**src/hw/rtl/pnk_pkg.sv**
```systemverilog
// ----------------------------------------------------------------------------
// pnk_pkg
// shared widths, constants, coefficient tables and the step decode of the
// pink noise generator
// ----------------------------------------------------------------------------
`default_nettype none

package pnk_pkg;

    // number formats
    localparam int STATE_FRAC_BITS = 24;
    localparam int SAMPLE_WIDTH    = 24;
    localparam int STATE_BITS      = 36;
    localparam int COEF_FRAC       = 17;
    localparam int COEF_W          = 19;
    localparam int SPLIT           = 18;
    localparam int NUM_SEC         = 6;
    localparam int SEC_W           = 3;
    localparam int GEN_W           = 32;

    localparam int WF_W      = STATE_FRAC_BITS + 1;
    localparam int SUM_W     = STATE_BITS + 4;
    localparam int SUM_HI_W  = SUM_W - SPLIT;
    localparam int OPB_W0    = (WF_W > SPLIT + 1) ? WF_W : SPLIT + 1;
    localparam int OPB_W     = (OPB_W0 > SUM_HI_W) ? OPB_W0 : SUM_HI_W;
    localparam int PROD_W    = COEF_W + OPB_W;
    localparam int ACC_W     = COEF_W + SUM_W + 2;
    localparam int OUT_SHIFT = COEF_FRAC + STATE_FRAC_BITS - (SAMPLE_WIDTH - 1);

    localparam int S_TDATA_W = GEN_W;
    localparam int M_TDATA_W = ((SAMPLE_WIDTH + 7) / 8) * 8;

    // generator
    localparam logic [GEN_W-1:0] LCG_MUL    = 32'd435898247;
    localparam logic [GEN_W-1:0] LCG_ADD    = 32'd382842987;
    localparam logic [GEN_W-1:0] SEED_RESET = 32'd404933;
    localparam logic [30:0]      WHITE_OFS  = 31'h40000000;

    localparam logic signed [COEF_W-1:0] LCG_MUL_HI = COEF_W'(LCG_MUL[GEN_W-1:SPLIT]);
    localparam logic signed [COEF_W-1:0] LCG_MUL_LO = COEF_W'(LCG_MUL[SPLIT-1:0]);

    // filter coefficients, q1.17
    localparam logic signed [COEF_W-1:0] POLE_COEF [NUM_SEC] = '{
        19'sd130923, 19'sd130196, 19'sd127009, 19'sd113574, 19'sd72090, -19'sd99824
    };
    localparam logic signed [COEF_W-1:0] FEED_COEF [NUM_SEC] = '{
        19'sd7277, 19'sd9840, 19'sd20166, 19'sd40696, 19'sd69855, -19'sd2215
    };
    localparam logic signed [COEF_W-1:0] DIRECT_COEF = 19'sd70281;
    localparam logic signed [COEF_W-1:0] DELAY_COEF  = 19'sd15195;
    localparam logic signed [COEF_W-1:0] GAIN_COEF   = 19'sd13763;

    // sequencer steps
    localparam int STEP_W = 5;
    localparam logic [STEP_W-1:0] STP_LCG0  = 5'd0;
    localparam logic [STEP_W-1:0] STP_LCG1  = 5'd1;
    localparam logic [STEP_W-1:0] STP_LCG2  = 5'd2;
    localparam int                STP_SEC0  = 3;
    localparam logic [STEP_W-1:0] STP_DLY   = 5'd21;
    localparam logic [STEP_W-1:0] STP_DIR   = 5'd22;
    localparam logic [STEP_W-1:0] STP_GAIN0 = 5'd26;
    localparam logic [STEP_W-1:0] STP_GAIN1 = 5'd27;
    localparam logic [STEP_W-1:0] STP_LAST  = 5'd29;

    // result destinations
    localparam logic [2:0] DST_GEN = 3'd0;
    localparam logic [2:0] DST_SEC = 3'd1;
    localparam logic [2:0] DST_DLY = 3'd2;
    localparam logic [2:0] DST_DIR = 3'd3;
    localparam logic [2:0] DST_OUT = 3'd4;

    // second operand selects
    localparam logic [2:0] BS_SLO   = 3'd0;
    localparam logic [2:0] BS_SHI   = 3'd1;
    localparam logic [2:0] BS_STLO  = 3'd2;
    localparam logic [2:0] BS_STHI  = 3'd3;
    localparam logic [2:0] BS_WF    = 3'd4;
    localparam logic [2:0] BS_SUMLO = 3'd5;
    localparam logic [2:0] BS_SUMHI = 3'd6;

    // one multiply-accumulate command
    typedef struct packed {
        logic                     issue;
        logic                     clear;
        logic                     shift;
        logic                     last;
        logic [2:0]               dest;
        logic [2:0]               bsel;
        logic [SEC_W-1:0]         sec;
        logic signed [COEF_W-1:0] coef;
    } op_t;

    // finished group result
    typedef struct packed {
        logic                         wr;
        logic [2:0]                   dest;
        logic [SEC_W-1:0]             sec;
        logic signed [STATE_BITS-1:0] sec_val;
        logic [SAMPLE_WIDTH-1:0]      smp;
        logic [GEN_W-1:0]             gen;
    } res_t;

    function automatic op_t op_decode(input logic [STEP_W-1:0] step);
        op_t op;
        op = '0;
        case (step)
            STP_LCG0: begin
                op.issue = 1'b1; op.clear = 1'b1; op.shift = 1'b1;
                op.bsel  = BS_SLO; op.coef = LCG_MUL_HI;
            end
            STP_LCG1: begin
                op.issue = 1'b1; op.shift = 1'b1;
                op.bsel  = BS_SHI; op.coef = LCG_MUL_LO;
            end
            STP_LCG2: begin
                op.issue = 1'b1; op.last = 1'b1; op.dest = DST_GEN;
                op.bsel  = BS_SLO; op.coef = LCG_MUL_LO;
            end
            STP_DLY: begin
                op.issue = 1'b1; op.clear = 1'b1; op.last = 1'b1; op.dest = DST_DLY;
                op.bsel  = BS_WF; op.coef = DELAY_COEF;
            end
            STP_DIR: begin
                op.issue = 1'b1; op.clear = 1'b1; op.last = 1'b1; op.dest = DST_DIR;
                op.bsel  = BS_WF; op.coef = DIRECT_COEF;
            end
            STP_GAIN0: begin
                op.issue = 1'b1; op.clear = 1'b1;
                op.bsel  = BS_SUMLO; op.coef = GAIN_COEF;
            end
            STP_GAIN1: begin
                op.issue = 1'b1; op.shift = 1'b1; op.last = 1'b1; op.dest = DST_OUT;
                op.bsel  = BS_SUMHI; op.coef = GAIN_COEF;
            end
            default: begin
                op = '0;
            end
        endcase
        // three steps per section: pole * state lo, pole * state hi, feed * white
        for (int k = 0; k < NUM_SEC; k++) begin
            if (step == STEP_W'(STP_SEC0 + 3 * k)) begin
                op.issue = 1'b1; op.clear = 1'b1; op.sec = SEC_W'(k);
                op.bsel  = BS_STLO; op.coef = POLE_COEF[k];
            end
            if (step == STEP_W'(STP_SEC0 + 3 * k + 1)) begin
                op.issue = 1'b1; op.shift = 1'b1; op.sec = SEC_W'(k);
                op.bsel  = BS_STHI; op.coef = POLE_COEF[k];
            end
            if (step == STEP_W'(STP_SEC0 + 3 * k + 2)) begin
                op.issue = 1'b1; op.last = 1'b1; op.dest = DST_SEC; op.sec = SEC_W'(k);
                op.bsel  = BS_WF; op.coef = FEED_COEF[k];
            end
        end
        return op;
    endfunction

endpackage

`default_nettype wire

```
**src/hw/rtl/pnk_mac.sv**
```systemverilog
// ----------------------------------------------------------------------------
// pnk_mac
// shared multiplier with registered product, accumulator and a result stage
// that rounds and saturates each finished group
// ----------------------------------------------------------------------------
`default_nettype none

module pnk_mac
    import pnk_pkg::*;
(
    input  wire logic                    aclk,
    input  wire logic                    aresetn,
    input  wire op_t                     op,
    input  wire logic signed [OPB_W-1:0] opb,
    output res_t                         res
);

    localparam int SQ_W = ACC_W - COEF_FRAC;
    localparam int OQ_W = ACC_W - OUT_SHIFT;

    typedef struct packed {
        logic             issue;
        logic             clear;
        logic             shift;
        logic             last;
        logic [2:0]       dest;
        logic [SEC_W-1:0] sec;
    } tag_t;

    logic signed [PROD_W-1:0] prod_reg;
    tag_t                     tag_reg;
    logic signed [ACC_W-1:0]  acc_reg;
    logic signed [ACC_W-1:0]  acc_next;
    logic                     wb_reg;
    logic [2:0]               wb_dest_reg;
    logic [SEC_W-1:0]         wb_sec_reg;

    logic signed [ACC_W-1:0] prod_ext;
    logic signed [ACC_W-1:0] addend;
    logic signed [ACC_W-1:0] rnd_const;
    logic signed [ACC_W-1:0] added;
    logic signed [SQ_W-1:0]  sec_q;
    logic signed [OQ_W-1:0]  out_q;

    // product stage
    always_ff @(posedge aclk) begin
        prod_reg <= PROD_W'(op.coef * opb);
    end

    always_ff @(posedge aclk) begin
        if (!aresetn) begin
            tag_reg <= '0;
        end else begin
            tag_reg <= '{op.issue, op.clear, op.shift, op.last, op.dest, op.sec};
        end
    end

    // accumulate stage
    always_comb begin
        prod_ext = ACC_W'(prod_reg);
        addend   = tag_reg.shift ? (prod_ext <<< SPLIT) : prod_ext;
        acc_next = acc_reg;
        if (tag_reg.issue) begin
            acc_next = (tag_reg.clear ? '0 : acc_reg) + addend;
        end
    end

    always_ff @(posedge aclk) begin
        acc_reg <= acc_next;
    end

    always_ff @(posedge aclk) begin
        if (!aresetn) begin
            wb_reg <= 1'b0;
        end else begin
            wb_reg <= tag_reg.issue && tag_reg.last;
        end
    end

    always_ff @(posedge aclk) begin
        wb_dest_reg <= tag_reg.dest;
        wb_sec_reg  <= tag_reg.sec;
    end

    // result stage: round half up, then saturate
    always_comb begin
        rnd_const = (wb_dest_reg == DST_OUT) ? (ACC_W'(1) <<< (OUT_SHIFT - 1))
                                             : (ACC_W'(1) <<< (COEF_FRAC - 1));
        added = acc_reg + rnd_const;
        sec_q = added[ACC_W-1:COEF_FRAC];
        out_q = added[ACC_W-1:OUT_SHIFT];

        res.wr   = wb_reg;
        res.dest = wb_dest_reg;
        res.sec  = wb_sec_reg;
        res.gen  = acc_reg[GEN_W-1:0] + LCG_ADD;

        if ((&sec_q[SQ_W-1:STATE_BITS-1]) || !(|sec_q[SQ_W-1:STATE_BITS-1])) begin
            res.sec_val = sec_q[STATE_BITS-1:0];
        end else begin
            res.sec_val = {sec_q[SQ_W-1], {(STATE_BITS-1){~sec_q[SQ_W-1]}}};
        end

        if ((&out_q[OQ_W-1:SAMPLE_WIDTH-1]) || !(|out_q[OQ_W-1:SAMPLE_WIDTH-1])) begin
            res.smp = out_q[SAMPLE_WIDTH-1:0];
        end else begin
            res.smp = {out_q[OQ_W-1], {(SAMPLE_WIDTH-1){~out_q[OQ_W-1]}}};
        end
    end

endmodule

`default_nettype wire

```
**src/hw/rtl/pnk_seq.sv**
```systemverilog
// ----------------------------------------------------------------------------
// pnk_seq
// step counter that drives the shared multiply-accumulate unit for one tick
// ----------------------------------------------------------------------------
`default_nettype none

module pnk_seq
    import pnk_pkg::*;
(
    input  wire logic aclk,
    input  wire logic aresetn,
    input  wire logic start,
    input  wire logic out_full,
    output op_t       op,
    output logic      busy
);

    logic              run_reg;
    logic [STEP_W-1:0] step_reg;
    logic              hold;

    // the first gain step waits until the result register can take a new sample
    assign hold = (step_reg == STP_GAIN0) && out_full;
    assign busy = run_reg;

    always_ff @(posedge aclk) begin
        if (!aresetn) begin
            run_reg  <= 1'b0;
            step_reg <= '0;
        end else if (start) begin
            run_reg  <= 1'b1;
            step_reg <= '0;
        end else if (run_reg && !hold) begin
            if (step_reg == STP_LAST) begin
                run_reg <= 1'b0;
            end else begin
                step_reg <= step_reg + 1'b1;
            end
        end
    end

    always_comb begin
        op = '0;
        if (run_reg && !hold) begin
            op = op_decode(step_reg);
        end
    end

endmodule

`default_nettype wire

```
**src/hw/rtl/pink_noise_generator_top.sv**
```systemverilog
// ----------------------------------------------------------------------------
// pink_noise_generator_top
// pink noise source: lcg white noise through a six-section one-pole bank
// ----------------------------------------------------------------------------
// usage
//   input channel s_*: s_tuser is the action (0 = make one sample,
//   1 = load seed), s_tdata carries the 32-bit seed, read only on a reseed
//   output channel m_*: one signed q1.23 sample per tick item in m_tdata
//   a reseed item gives no result and leaves s_tready high
//   a tick item makes 25 passes through one 19x25 multiplier with an
//   accumulator behind it; the product and accumulate registers plus the
//   round/saturate stage give the sample, which is kept in the output register
//   s_tready is low while a tick is in work
//   when the receiver stalls, the sample waits in the output register;
//   a following tick runs until its gain step and waits there until the
//   output register is free, so no sample is lost or overwritten
//   reset loads the generator with 404933 and clears all filter states
// ----------------------------------------------------------------------------
`default_nettype none

module pink_noise_generator_top
    import pnk_pkg::*;
(
    input  wire logic                  aclk,
    input  wire logic                  aresetn,
    // input items
    input  wire logic                  s_tvalid,
    output logic                       s_tready,
    input  wire logic [S_TDATA_W-1:0]  s_tdata,   // [31:0] seed_value
    input  wire logic                  s_tuser,   // [0] action
    // result items
    output logic                       m_tvalid,
    input  wire logic                  m_tready,
    output logic [M_TDATA_W-1:0]       m_tdata    // [23:0] pink_sample
);

    // generator and filter state
    logic [GEN_W-1:0]             gen_reg;
    logic signed [STATE_BITS-1:0] sec_reg [NUM_SEC];
    logic signed [STATE_BITS-1:0] dly_reg;

    // per-tick working values
    logic signed [WF_W-1:0]       wf_reg;
    logic signed [SUM_W-1:0]      sum_reg;
    logic                         add_reg;
    logic signed [STATE_BITS-1:0] add_val_reg;

    // result register
    logic                         m_valid_reg;
    logic [SAMPLE_WIDTH-1:0]      m_data_reg;

    logic                         busy;
    logic                         in_take;
    logic                         tick_take;
    logic                         seed_take;
    op_t                          op;
    res_t                         res;
    logic signed [OPB_W-1:0]      opb;
    logic signed [STATE_BITS-1:0] sec_cur;
    logic [30:0]                  white;

    assign s_tready  = !busy;
    assign in_take   = s_tvalid && s_tready;
    assign tick_take = in_take && !s_tuser;
    assign seed_take = in_take && s_tuser;

    assign m_tvalid = m_valid_reg;
    assign m_tdata  = M_TDATA_W'(m_data_reg);

    // white sample in q1.30, then floored down to the state format
    assign white = gen_reg[30:0] - WHITE_OFS;

    pnk_seq u_seq (
        .aclk     (aclk),
        .aresetn  (aresetn),
        .start    (tick_take),
        .out_full (m_valid_reg && !m_tready),
        .op       (op),
        .busy     (busy)
    );

    // second multiplier operand: halves of wide values, lower half unsigned
    always_comb begin
        sec_cur = sec_reg[op.sec];
        case (op.bsel)
            BS_SLO:   opb = OPB_W'(gen_reg[SPLIT-1:0]);
            BS_SHI:   opb = OPB_W'(gen_reg[GEN_W-1:SPLIT]);
            BS_STLO:  opb = OPB_W'(sec_cur[SPLIT-1:0]);
            BS_STHI:  opb = OPB_W'($signed(sec_cur[STATE_BITS-1:SPLIT]));
            BS_WF:    opb = OPB_W'(wf_reg);
            BS_SUMLO: opb = OPB_W'(sum_reg[SPLIT-1:0]);
            BS_SUMHI: opb = OPB_W'($signed(sum_reg[SUM_W-1:SPLIT]));
            default:  opb = '0;
        endcase
    end

    pnk_mac u_mac (
        .aclk    (aclk),
        .aresetn (aresetn),
        .op      (op),
        .opb     (opb),
        .res     (res)
    );

    // state updates from reseed items and finished groups
    always_ff @(posedge aclk) begin
        if (!aresetn) begin
            gen_reg <= SEED_RESET;
            for (int k = 0; k < NUM_SEC; k++) begin
                sec_reg[k] <= '0;
            end
            dly_reg <= '0;
        end else begin
            if (seed_take) begin
                gen_reg <= s_tdata;
            end
            if (res.wr) begin
                case (res.dest)
                    DST_GEN: gen_reg <= res.gen;
                    DST_SEC: sec_reg[res.sec] <= res.sec_val;
                    DST_DLY: dly_reg <= res.sec_val;
                    default: ;
                endcase
            end
        end
    end

    // sum starts from the old delayed term, sections and direct term add in
    always_ff @(posedge aclk) begin
        if (!aresetn) begin
            add_reg <= 1'b0;
        end else begin
            add_reg <= res.wr && ((res.dest == DST_SEC) || (res.dest == DST_DIR));
        end
    end

    always_ff @(posedge aclk) begin
        add_val_reg <= res.sec_val;
        if (tick_take) begin
            wf_reg  <= white[30:30-STATE_FRAC_BITS];
            sum_reg <= SUM_W'(dly_reg);
        end else if (add_reg) begin
            sum_reg <= sum_reg + SUM_W'(add_val_reg);
        end
    end

    // output register
    always_ff @(posedge aclk) begin
        if (!aresetn) begin
            m_valid_reg <= 1'b0;
        end else if (res.wr && (res.dest == DST_OUT)) begin
            m_valid_reg <= 1'b1;
        end else if (m_tready) begin
            m_valid_reg <= 1'b0;
        end
    end

    always_ff @(posedge aclk) begin
        if (res.wr && (res.dest == DST_OUT)) begin
            m_data_reg <= res.smp;
        end
    end

endmodule

`default_nettype wire

```
**config.mk**
```make
export PLATFORM = sky130hd
export DESIGN_NAME = pink_noise_generator_top
export DESIGN_NICKNAME = d
export VERILOG_FILES = /design/src/hw/rtl/pnk_pkg.sv /design/src/hw/rtl/pnk_mac.sv /design/src/hw/rtl/pnk_seq.sv /design/src/hw/rtl/pink_noise_generator_top.sv
export SDC_FILE = /design/constraint.sdc
export NUM_CORES = 2
export LEC_CHECK = 0
export ABC_CLOCK_PERIOD_IN_PS = 20400
export BUFFER_PORTS_ARGS = -buffer_cell sky130_fd_sc_hd__buf_4
export CELL_PAD_IN_SITES_DETAIL_PLACEMENT = 0
export CELL_PAD_IN_SITES_GLOBAL_PLACEMENT = 1
export CORE_MARGIN = 5
export CORE_UTILIZATION = 55
export DETAILED_ROUTE_END_ITERATION = 8
export PLACE_DENSITY_LB_ADDON = 0.1
export SLEW_MARGIN = 20
export SYNTH_ARGS = -nofsm -noshare
export SYNTH_HDL_FRONTEND = slang
export SYNTH_SLANG_ARGS = --single-unit
```
**constraint.sdc**
```tcl
create_clock -name aclk -period 20.4 [get_ports aclk]
set_clock_uncertainty 0.2 [all_clocks]
set_input_delay 1.02 -clock aclk [delete_from_list [all_inputs] [get_ports aclk]]
set_output_delay 1.02 -clock aclk [all_outputs]
set_load 0.05 [all_outputs]
```
# Word-level counts from Yosys, hierarchy flattened
# Memories as Yosys holds them, arrays and structs flattened.
# Index checks and enable logic that the tools add are counted.
[classes]
addsub = 6
multipliers = 1
div_mod_pow = 0
order_cmp = 0
n_eq_ne = 35
n_shift = 0
n_mux = 76
bitwise_logic = 4
reduce_logical = 42
[op_table]
columns = ["op", "n"]
rows = [
  ["$mux 25", 13],
  ["$mux 29", 7],
  ["$pmux 25 s7", 1],
  ["$add 61x61->61", 2],
  ["$mux 61", 2],
  ["$mux 32", 3],
  ["$pmux 18 s5", 1],
  ["$mux 40", 2],
  ["$mux 36", 2],
  ["$eq 5x5->1 const B", 10],
  ["$mul 19x25->44", 1],
  ["$add 40x36->40", 1],
  ["$eq 5x4->1 const B", 8],
  ["$reduce_or 36->1", 1],
  ["$add 32x29->32 const B", 1],
  ["$mux 1", 32],
  ["$sub 31x31->31 const B", 1],
  ["$mux 24", 1],
  ["$eq 5x3->1 const B", 4],
  ["$reduce_and 20->1", 1],
  ["$reduce_or 20->1", 1],
  ["$mux 18", 1],
  ["$mux 2", 8],
  ["$pmux 4 s4", 1],
  ["other kinds (23)", 59],
]
[totals]
reg_bits = 323
latch_bits = 0
ram_bits = 216
romBits = 0
elab_cells = 187
mem_count = 1
[mem_list]
columns = ["name", "words", "width", "read_ports", "rd_clocked_by_memory_dff", "write_ports", "line_no", "rtl"]
rows = [
  ["sec_reg", 6, 36, 1, 0, 6, "pink_noise_generator_top.sv:39", "logic signed [STATE_BITS-1:0] sec_reg [NUM_SEC];"],
]

# Longest topological paths before layout
[logic_depth]
depth_word = 26
ltp_mapped = 41
ltp_nobuf = 37

# Cells and area by module
# A second synthesis with hierarchy kept.
[unflattened]
hier_cells = 4979
hier_area_um2 = 49820.3
[by_module_without_submodules]
columns = ["module", "instances", "cells_each", "area_each_um2", "seq_area_each_um2"]
rows = [
  ["pnk_mac", 1, 2947, 26287.7, 3052.9],
  ["pink_noise_generator_top", 1, 1737, 21705.8, 13442.9],
  ["pnk_seq", 1, 295, 1826.8, 120.1],
]

# Worst setup path before layout
# Ideal clock, no wire load.
[synth_path]
kind = "input to register"
startpoint = "in m_tready"
endpoint = "reg u_mac.prod_reg[37]"
arrival_ns = 9.582
path_slack_ns = 10.491
stages = 32
path_buffers = 1
cell_sequence = "nand2b_1 -> o31ai_4 -> a21oi_1 -> a31oi_2 -> buf_2 -> mux4_2 -> o21ai_0 -> nor2_1 -> a2111oi_2 -> nor2_1 -> fa_1 -> inv_1 -> fa_1 -> fa_1 -> inv_1 -> fa_1 -> fa_1 -> fa_1 -> inv_1 -> fa_1 -> inv_1 -> ha_1 -> a211oi_1 -> inv_1 -> a311o_1 -> a21o_1 -> a31oi_1 -> o21ai_0 -> a41oi_1 -> and2_1 -> o21ai_0 -> xor2_1"
[synth_via]
elab_chain_len = 9
[synth_lines]
columns = ["item", "line_no", "rtl"]
rows = [
  ["from (decl)", "pink_noise_generator_top.sv:33", "input wire logic m_tready,"],
  ["$logic_not 1->1 *", "pink_noise_generator_top.sv:77", ".out_full (m_valid_reg && !m_tready),"],
  ["$logic_and 1x1->1 *", "pink_noise_generator_top.sv:77", ""],
  ["$logic_and 1x1->1 *", "pnk_seq.sv:23", "assign hold = (step_reg == STP_GAIN0) && out_full;"],
  ["$logic_not 1->1 *", "pnk_seq.sv:44", "if (run_reg && !hold) begin"],
  ["$logic_and 1x1->1 *", "pnk_seq.sv:44", ""],
  ["$mux 25 *", "pnk_seq.sv:44", ""],
  ["$mem_v2 6x36 (tied with other cells)", "n/a", ""],
  ["$pmux 25 s7", "pink_noise_generator_top.sv:85", "case (op.bsel)"],
  ["$mul 19x25->44 *", "pnk_mac.sv:47", "prod_reg <= PROD_W'(op.coef * opb);"],
  ["to (signal assigned)", "pnk_mac.sv:47", ""],
  ["to (decl)", "pnk_mac.sv:30", "logic signed [PROD_W-1:0] prod_reg;"],
]
# Mark *: on every way between the ends. The rest lies on a longest branch, timed or not.
# A chain may end at the register's enable or synchronous reset.

# Final worst setup path
[layout_path]
startpoint = "reg u_seq.step_reg[2]"
endpoint = "reg u_mac.prod_reg[37]"
[layout_via]
elab_chain_len = 26
[layout_lines]
columns = ["item", "line_no", "rtl"]
rows = [
  ["from (decl)", "pnk_seq.sv:19", "logic [STEP_W-1:0] step_reg;"],
  ["from (signal assigned)", "pnk_seq.sv:37", "step_reg <= step_reg + 1'b1;"],
  ["$eq 5x5->1", "pnk_pkg.sv:106", "case (step)"],
  ["$reduce_or 2->1 (no source line)", "n/a", ""],
  ["$pmux 3 s4", "pnk_pkg.sv:106", ""],
  ["$mux 25", "pnk_pkg.sv:141", "if (step == STEP_W'(STP_SEC0 + 3 * k)) begin"],
  ["$mux 25", "pnk_pkg.sv:145", "if (step == STEP_W'(STP_SEC0 + 3 * k + 1)) begin"],
  ["$mux 29", "pnk_pkg.sv:149", "if (step == STEP_W'(STP_SEC0 + 3 * k + 2)) begin"],
  ["$mux 25", "pnk_pkg.sv:141", ""],
  ["$mux 25", "pnk_pkg.sv:145", ""],
  ["(+10 left out)", "n/a", ""],
  ["$mux 29", "pnk_pkg.sv:149", ""],
  ["$mux 25", "pnk_pkg.sv:141", ""],
  ["$mux 25", "pnk_pkg.sv:145", ""],
  ["$mux 29", "pnk_pkg.sv:149", ""],
  ["$mux 25 *", "pnk_seq.sv:44", ""],
  ["$eq 3x3->1 (tied with other cells)", "pink_noise_generator_top.sv:85", ""],
  ["$pmux 25 s7", "pink_noise_generator_top.sv:85", ""],
  ["$mul 19x25->44 *", "pnk_mac.sv:47", ""],
]
# Mark *: on every way between the ends. The rest lies on a longest branch, timed or not. The select of a mux whose other input is x is not followed.

==> summary.md <==
| Metric | Value |
|---|---|
| Status | `finished clean` |
| Clk_lat worst skew | `around 0.66 ns` |
| CTS Hold Bufs | `0` |
| Worst-path maximum fanout | `37` |
| Crit Path Class | `flop to flop` |
| IO Port Bufs | `62` |
| Register area | `0.0146 mm^2` |
| Clock tree buffer depth | `3` |
| # rows | `roughly 110` |
| CTS tree | `built` |
| DRT iter0 DRCs | `4400` |
| Clock sink count | `545` |
| Grt met1 use | `48.9%` |
| Initial Util | `approximately 55%` |
| Post-CTS setup repair buffer count | `0` |
| Power Total | `0.00341 W` |
| Chip height | `303 um` |
| Combinational share of power | `25.6%` |
| Final Max Slew Viols | `0` |
| Part of the cycle the worst path needs | `approximately three fifths` |
| Peak VDD IR | `0.0000935 V` |
| Multiplexer area fraction after synthesis | `just over 4%` |
| Post-synthesis sequential area ratio | `31.0%` |
| Main synth FF type | `edfxtp_1` |
| Reg power frac | `a little under 40%` |
| Initial antenna violation count | `4` |
| Largest net degree at the start of global routing | `67` |
| Internal power | `0.00228 W` |
| WL per Instance | `approximately 26 um` |
| Num CTS Buffers | `66` |
| Layer with the highest usage | `met2` |
| Switch share | `between 30% and 40%` |
| Final HPWL DP | `between 100000 and 150000 um` |
| Num ports | `63` |
| CP endpoint kind | `flop` |
| Root Buffer | `clkbuf_16` |
| Post-synth ARST share | `0%` |
| Clk pwr share | `35.5%` |
| Most used cell, CP | `fa_1` |
| Met3 Track Usage GR | `9.34%` |
| P per Cell Area | `66.8 mW/mm^2` |
| Top-area cell type share of the netlist area | `23.7%` |
| Simple-gate area share of the yosys netlist | `around 17%` |
| Leading cell types by count after synthesis | `nand2_1 (629), inv_1 (544), nor2_1 (534)` |
| Grt total ovfl | `0` |
| Place WS | `8.34 ns` |
| Switch Pwr | `0.00113 W` |
| Leak Pwr | `22.6 nW` |
| CP peak stage delay | `around 0.75 ns` |
| Clk slew on worst S/H paths | `0.06 ns` |
| Adder-cell share of the synthesized area | `26.2%` |
| Largest register FFs | `~220` |
| RSZ-0062 raised after global routing | `no` |
| Post-synth net total | `5675` |
| Synthesized area per cell | `roughly 9.6 um^2` |
| GRT Util Overall | `between 30% and 40%` |
| H-tree depth | `3` |
| Hold Fails Final Rpt | `0` |
| Hold Path Class | `flop to flop` |
| Setup crit start kind | `flop` |
| Grt met2 use | `52.3%` |
| Synth cell types | `100` |
| Die area | `0.0918 mm^2` |
| Vias in the first global route | `37000` |
| Final WL | `157000 um` |
| Gpl congestion | `0.953` |
| Post-Syn Instances | `4933` |
| # setup viols final | `0` |
| Synthesis Warnings | `0` |
| Req. time, crit path | `approximately 21 ns` |
| Die Wd | `303 um` |
| Core area | `0.0851 mm^2` |
| Crit path max-delay cell type | `nor2b_1` |
| Layout net count | `5619` |
| First-pass GRT wire length | `237000 um` |
| Fmax | `~81 MHz` |
| Most area-consuming cells after synthesis | `edfxtp_1 (24%), fa_1 (20%), dfxtp_1 (7.3%)` |
| Worst-margin pin slew | `1.18 ns` |
| Layout cells sized above 1 | `8.54%` |
| # resized after CTS | `0` |
| Final TNS setup | `0 ns` |
| Area Overhead vs Synth | `8.06%` |
| Post-DRT Antenna Nets | `0` |
| Count of state elements after synthesis | `about 550` |
| Critical path arrival | `12.67 ns` |
| Leading area contributor after synthesis | `edfxtp_1` |
| Via count | `approximately 37000` |
| Setup ws final | `~8.0 ns` |
| # DRC | `0` |
| Minimum clock period | `12.36 ns` |
| Max-slew headroom | `21.2%` |
| Drt first pass iters | `7` |
| Most common cell in the netlist | `nand2_1` |
| Syn Std Cell Area | `0.0472 mm^2` |
| Area of the multi-input gates | `0.0297 mm^2` |
| Fillers | `between 7000 and 8000` |
| Complex-gate fraction of the synthesized area | `11.6%` |
| Avg Vias per Cell | `approximately 6` |
| # Max-Cap Violations | `0` |
| Largest family of logic cells by synthesized area | `adder cells` |
| Post-synth EDFFs | `372` |
| Post-Synth XOR/XNOR Area | `~3.7%` |
==> logic make-up after synthesis <==
group / after synthesis
compound gates: 841
xor+xnor: 196
fa+ha+maj: 705
buf+inv: 802
flops: 545
mux: 133
simple gates: 1711
==> cell usage in the layout, fill, tap and decap left out, types with 47 or more instances in the layout <==
cell type / n
nand2_1: 624
inv_1: 543
nor2_1: 532
fa_1: 474
edfxtp_1: 372
ha_1: 231
a21oi_1: 217
dfxtp_1: 170
o21ai_0: 153
buf_4: 130
xnor2_1: 127
nor2b_1: 123
nand3_1: 91
a21o_1: 85
a31oi_1: 75
clkbuf_16: 67
xor2_1: 66
and2_1: 58
nand2b_1: 48
nor3_1: 47
==> power by group through the flow <==
| stage | combinational, W | sequential, W | clock (W) |
|---|---|---|---|
| 4_1_cts | 0.000862 | 0.00132 | 0.00122 |
| 6_report | 0.000871 | 0.00133 | 0.00121 |
| 3_3_place_gp | 0.000854 | 0.00135 | 0 |
| 2_1_floorplan | 0.000617 | 0.00131 | 0 |
| 5_1_grt | 0.000961 | 0.00133 | 0.00127 |
| 3_5_place_dp | 0.000847 | 0.00135 | 0 |
==> critical path, delay by kind of cell, from the launching register on <==
| kind | cells | cell delay [ns] |
|---|---|---|
| adder cells (fa/ha/maj) | 8 | 3.84 |
| AO/OA/AOI/OAI | 11 | 3.02 |
| flip-flops | 1 | 0.31 |
| buffers and inverters | 7 | 1.43 |
| XOR/XNOR | 1 | 0.17 |
| multiplexers | 1 | 0.59 |
| AND/OR/NAND/NOR | 6 | 2.59 |
==> metrics by stage <==
step | util (%) | std cells | hold slack, ns | instance area [um^2]
after floorplan | - | 4933 | 0.110 | 47200
final | 59.9 | 6076 | 0.127 | 51000
after global routing | 59.9 | 6074 | 0.128 | 51000
after global placement | 57.3 | 5951 | 0.110 | 48700
after CTS | 59.9 | 6072 | 0.126 | 51000
after detailed placement | 57.3 | 5951 | 0.112 | 48700
==> per-layer routing <==
layer  vias up  share of wire (%)
li1      16400                  -
met1     18400                 41
met2      1952                 44
met3       325                 12
met4         2                4.2
met5         -             0.0083
==> cell type report <==
type,instances,area share (%)
multi-input combinational,3586,58.1
sequential,545,28.7
inverter,546,4.02
clock buffer,85,3.46
tap,1144,2.81
timing repair buffer,132,1.96
clock inverter,36,0.910
antenna,2,0.00981
==> final timing paths <==
| check | cells past startpoint | to | start | slack [ns] |
|---|---|---|---|---|
| max | 34 | u_mac.prod_reg[37] | u_seq.step_reg[2] | 8.04 |
| min | 0 | u_mac.wb_sec_reg[1] | u_mac.tag_reg[1] | 0.13 |
| max reg2reg | 34 | u_mac.prod_reg[37] | u_seq.step_reg[2] | 8.04 |
| min reg2reg | 0 | u_mac.wb_sec_reg[1] | u_mac.tag_reg[1] | 0.13 |
No activity file was read; power rests on OpenSTA's default activity.
